`src/design/rvx_pkg.sv`:
```
package rvx_pkg;

	localparam int unsigned MemBytes = 4096;
	localparam int unsigned NumBanks = 4;
	localparam int unsigned MemRows = MemBytes / NumBanks;
	localparam int unsigned RowW = $clog2(MemRows);
	localparam int unsigned NumRegs = 32;

	localparam logic [31:0] StartPcReset = 32'h0000_0000;
	localparam logic CfgStartPc = 1'b0;

	typedef enum logic [5:0] {
		OP_ADD, OP_SUB, OP_AND, OP_OR, OP_XOR, OP_SLL, OP_SRL, OP_SRA,
		OP_SLT, OP_SLTU, OP_ADDI, OP_ANDI, OP_ORI, OP_XORI, OP_SLLI, OP_SRLI,
		OP_SRAI, OP_SLTI, OP_SLTIU, OP_LB, OP_LBU, OP_LH, OP_LHU, OP_LW,
		OP_SB, OP_SH, OP_SW, OP_BEQ, OP_BGE, OP_BGEU, OP_BLT, OP_BLTU,
		OP_BNE, OP_JAL, OP_JALR, OP_AUIPC, OP_LUI, OP_MUL
	} op_t;

	typedef enum logic [2:0] {
		LD_NONE, LD_B, LD_BU, LD_H, LD_HU, LD_W
	} ld_t;

	typedef enum logic [1:0] {
		ST_NONE, ST_B, ST_H, ST_W
	} st_t;

	typedef struct packed {
		logic        wr;
		logic [4:0]  rd;
		logic [31:0] val;
		logic        taken;
		logic [31:0] npc;
		logic [31:0] addr;
		ld_t         ld;
		st_t         st;
	} exec_t;

endpackage

```
`src/design/rvx_alu.sv`:
```
module rvx_alu (
	input  logic [5:0]         op,
	input  logic [4:0]         rd,
	input  logic [31:0]        a,
	input  logic [31:0]        b,
	input  logic signed [20:0] imm,
	input  logic [31:0]        pc,
	output rvx_pkg::exec_t     res
);

	logic [31:0] immx;
	logic [31:0] i12;
	logic [31:0] upper;
	logic [31:0] pc4;
	logic [31:0] addr;
	logic [31:0] prod;
	logic [4:0]  shr;
	logic [4:0]  shi;
	logic [31:0] val;
	logic [31:0] npc;
	logic        wr;
	logic        taken;
	logic        cond;
	logic        is_branch;
	rvx_pkg::ld_t ld;
	rvx_pkg::st_t st;

	assign immx  = {{11{imm[20]}}, imm};
	assign i12   = {{20{imm[11]}}, imm[11:0]};
	assign upper = {imm[19:0], 12'h000};
	assign pc4   = pc + 32'd4;
	assign addr  = a + i12;
	assign prod  = a * b;
	assign shr   = b[4:0];
	assign shi   = imm[4:0];

	always_comb begin
		val       = '0;
		wr        = 1'b0;
		cond      = 1'b0;
		is_branch = 1'b0;
		taken     = 1'b0;
		npc       = pc4;
		ld        = rvx_pkg::LD_NONE;
		st        = rvx_pkg::ST_NONE;
		unique case (rvx_pkg::op_t'(op))
			rvx_pkg::OP_ADD: begin val = a + b; wr = 1'b1; end
			rvx_pkg::OP_SUB: begin val = a - b; wr = 1'b1; end
			rvx_pkg::OP_AND: begin val = a & b; wr = 1'b1; end
			rvx_pkg::OP_OR: begin val = a | b; wr = 1'b1; end
			rvx_pkg::OP_XOR: begin val = a ^ b; wr = 1'b1; end
			rvx_pkg::OP_SLL: begin val = a << shr; wr = 1'b1; end
			rvx_pkg::OP_SRL: begin val = a >> shr; wr = 1'b1; end
			rvx_pkg::OP_SRA: begin val = 32'($signed(a) >>> shr); wr = 1'b1; end
			rvx_pkg::OP_SLT: begin val = {31'd0, $signed(a) < $signed(b)}; wr = 1'b1; end
			rvx_pkg::OP_SLTU: begin val = {31'd0, a < b}; wr = 1'b1; end
			rvx_pkg::OP_ADDI: begin val = addr; wr = 1'b1; end
			rvx_pkg::OP_ANDI: begin val = a & i12; wr = 1'b1; end
			rvx_pkg::OP_ORI: begin val = a | i12; wr = 1'b1; end
			rvx_pkg::OP_XORI: begin val = a ^ i12; wr = 1'b1; end
			rvx_pkg::OP_SLLI: begin val = a << shi; wr = 1'b1; end
			rvx_pkg::OP_SRLI: begin val = a >> shi; wr = 1'b1; end
			rvx_pkg::OP_SRAI: begin val = 32'($signed(a) >>> shi); wr = 1'b1; end
			rvx_pkg::OP_SLTI: begin val = {31'd0, $signed(a) < $signed(i12)}; wr = 1'b1; end
			rvx_pkg::OP_SLTIU: begin val = {31'd0, a < i12}; wr = 1'b1; end
			rvx_pkg::OP_LB: begin ld = rvx_pkg::LD_B; wr = 1'b1; end
			rvx_pkg::OP_LBU: begin ld = rvx_pkg::LD_BU; wr = 1'b1; end
			rvx_pkg::OP_LH: begin ld = rvx_pkg::LD_H; wr = 1'b1; end
			rvx_pkg::OP_LHU: begin ld = rvx_pkg::LD_HU; wr = 1'b1; end
			rvx_pkg::OP_LW: begin ld = rvx_pkg::LD_W; wr = 1'b1; end
			rvx_pkg::OP_SB: st = rvx_pkg::ST_B;
			rvx_pkg::OP_SH: st = rvx_pkg::ST_H;
			rvx_pkg::OP_SW: st = rvx_pkg::ST_W;
			rvx_pkg::OP_BEQ: begin is_branch = 1'b1; cond = (a == b); end
			rvx_pkg::OP_BGE: begin is_branch = 1'b1; cond = !($signed(a) < $signed(b)); end
			rvx_pkg::OP_BGEU: begin is_branch = 1'b1; cond = (a >= b); end
			rvx_pkg::OP_BLT: begin is_branch = 1'b1; cond = ($signed(a) < $signed(b)); end
			rvx_pkg::OP_BLTU: begin is_branch = 1'b1; cond = (a < b); end
			rvx_pkg::OP_BNE: begin is_branch = 1'b1; cond = (a != b); end
			rvx_pkg::OP_JAL: begin
				val   = pc4;
				wr    = 1'b1;
				taken = 1'b1;
				npc   = pc + immx;
			end
			rvx_pkg::OP_JALR: begin
				val   = pc4;
				wr    = 1'b1;
				taken = 1'b1;
				npc   = {addr[31:1], 1'b0};
			end
			rvx_pkg::OP_AUIPC: begin val = pc + upper; wr = 1'b1; end
			rvx_pkg::OP_LUI: begin val = upper; wr = 1'b1; end
			rvx_pkg::OP_MUL: begin val = prod; wr = 1'b1; end
			default: ;
		endcase
		if (is_branch && cond) begin
			taken = 1'b1;
			npc   = pc + immx;
		end
	end

	always_comb begin
		res.wr    = wr && (rd != 5'd0);
		res.rd    = res.wr ? rd : 5'd0;
		res.val   = res.wr ? val : 32'd0;
		res.taken = taken;
		res.npc   = npc;
		res.addr  = addr;
		res.ld    = ld;
		res.st    = st;
	end

endmodule

```
`config.mk`:
```
export PLATFORM = sky130hd
export DESIGN_NAME = rvx_alu
export DESIGN_NICKNAME = d
export VERILOG_FILES = /design/src/design/rvx_pkg.sv /design/src/design/rvx_alu.sv
export SDC_FILE = /design/constraint.sdc
export NUM_CORES = 2
export LEC_CHECK = 0
export CAP_MARGIN = 20
export CORE_MARGIN = 1.5
export CORE_UTILIZATION = 30
export DETAILED_ROUTE_END_ITERATION = 8
export DONT_BUFFER_PORTS = 1
export PLACE_DENSITY = 0.47
export SYNTH_ARGS = -nofsm -noshare
export SYNTH_HDL_FRONTEND = slang
export SYNTH_SLANG_ARGS = --single-unit
```
`constraint.sdc`:
```
create_clock -name vclk -period 22.4
set_input_delay 0 -clock vclk [all_inputs]
set_output_delay 0 -clock vclk [all_outputs]
set_load 0.005 [all_outputs]
```
==> results.toml <==
[synth]
yosys.cell_count.top_type = "nand2_1"
yosys.area.top_type_share_pct = 24.92
yosysWarnings = 0
synth_area_leaders = "fa_1, ha_1, nand2_1"
yosysTopAreaCell = "fa_1"
yosysSeqAreaShare_pct = 0
synth_fp_nets = 5276
syn_inst = 4435
synthTopCellsByCount = "nand2_1, inv_1, fa_1, nor2_1, ha_1"
synth.cell_area_sq_um = 33180
synth_cell_types = 97
synth_area_per_cell_sq_um = 7.481

[detailed_routing]
postRouteAntennaNets = 0
drt_pass1_iterations = 8
vias_per_cell = 6.076
drt-total-wl_microns = 183700
vias = 34488
drc = 0
wl_per_cell_microns = 32.36
drt_iter0_markers = 4172

[timing]
maxSlewViolCount = 0
fin_crit_sh_pct = 38.35
finalSetupTns_ns = 0
maxSlewHeadroom_pct = 7.863
rsz0062_at_grt = "no"
max_freq_mhz = 116.4
tightest_slew_ns = 1.376
setup_viol = 0
fin_crit_ns = 8.590
finalHoldViolations = 0

[global_route]
antenna_found_initial = 11
grt_max_degree = 45
grt_pass1_wl_microns = 259800
grt_pass1_vias = 33563
grt-ovfl-total = 0
grt_usage_pct = 32.03

[critical_path]
worst_path_max_delay_cell = "xnor2_1"
endpoint_kind = "primary output"
slowest_delay_ns = 0.70
critical_path_class = "primary input to primary output"
crit_top_cell = "fa_1"
arrival_ns = 8.59
critPathMaxFanout = 20
path_cells = "clkinv_1 > nor2_1 > fa_1 > inv_1 > fa_1 > fa_1 > inv_1 > fa_1 > fa_1 > fa_1 > fa_1 > fa_1 > ha_1 > a21oi_1 > nor2b_1 > or4_1 > o21a_1 > a221o_1 > xnor2_1 > o22ai_1 > a211oi_1 > a21oi_1"
crit_required_ns = 22.40
cp-start-kind = "primary input"

[hold_path]
hp-class = "primary input to primary output"
holdPathStages = 1
whs_endpoint = "res[3]"
min_from = "op[1]"

[layout]
clockBufferCount = 0
design.seq.count = 0
drive_gt1_share_pct = 3.933
nets = 5038
regArea_sq_um = 0
synthToLayoutAreaGrowth_pct = 3.696

[clock_network]
post-cts-setup-buffers = 0
hold_buffers = 0
cts_resized = 0

[die]
ios = 236
rows = 121
initial_utilization_pct = 30.35
core_sq_um = 109300
die_y_microns = 335.6
die_w_microns = 335.6
dieArea_sq_um = 112600

[job]
cap_violations = 0

[place]
routabilityCongestion = 1.071
io_buffers = 0
dp_hpwl_microns = 140800

[outcome]
run_status = "finished, final reports clean"
## how the worst max path moves through the flow
| stage | from | endpoint | cells after the start |
|---|---|---|---|
| final | a[9] | res[98] | 22 |
| after detailed placement | a[9] | res[98] | 22 |
| after CTS | a[9] | res[98] | 22 |
| after global routing | a[9] | res[98] | 25 |
| after global placement | a[9] | res[98] | 22 |
| after floorplan | a[16] | res[100] | 25 |
## worst max-delay path: cells and delay by family
family | cells | cell delay (ns)
adders and majority gates | 9 | 4.21
and+or+nand+nor | 3 | 0.95
xor gates and xnor gates | 1 | 0.70
AOI/OAI and AO/OA | 6 | 1.89
buffers and inverters | 3 | 0.82
## routing by layer
layer | GRT usage (%) | share of wire (%) | up-vias
met1 | 43.90 | 42 | 17258
li1 | - | - | 14665
met4 | 15.37 | 5.9 | 12
met3 | 8.125 | 11 | 454
met5 | 0 | 0.043 | -
met2 | 46.51 | 41 | 2099
## cell usage in the layout (no fill, tap or decap), types with 90 or more instances in the layout
cell,count
nand2_1,527
inv_1,479
fa_1,413
nor2_1,348
ha_1,300
a21oi_1,264
and2_1,200
o21ai_0,199
mux2i_1,164
xnor2_1,153
nand3_1,90
## through the flow
stage	instances	worst slack [ns]	hold WS [ns]	utilization (%)	area, sq um
2_1_floorplan	4435	15.22	0.1099	-	33180
3_3_place_gp	5668	13.96	0.06050	31.45	34370
3_5_place_dp	5670	13.87	0.06027	31.46	34390
4_1_cts	5670	13.85	0.06029	31.46	34390
5_1_grt	5671	13.46	0.05768	31.46	34390
6_report	5676	13.81	0.06304	31.48	34410
## cell families (layout without fill, tap and decap cells)
kind of cell	Yosys count	count (layout)	synth area share [%]
buffers and inverters	797	557	9.247
adder cells (fa/ha/maj)	713	713	36.23
multiplexers	206	206	7.357
XOR/XNOR	218	218	5.796
other	0	5	0
AND/OR/NAND/NOR	1449	1449	20.47
AO/OA/AOI/OAI	1052	1052	20.90
## cell type report
| cell class | count | area [sq um] |
|---|---|---|
| antenna | 5 | 12.51 |
| multi-input combinational | 3638 | 30220 |
| inverter | 494 | 1854 |
| fill | 12060 | 74900 |
| tap | 1476 | 1847 |
| timing repair buffer | 63 | 470.5 |
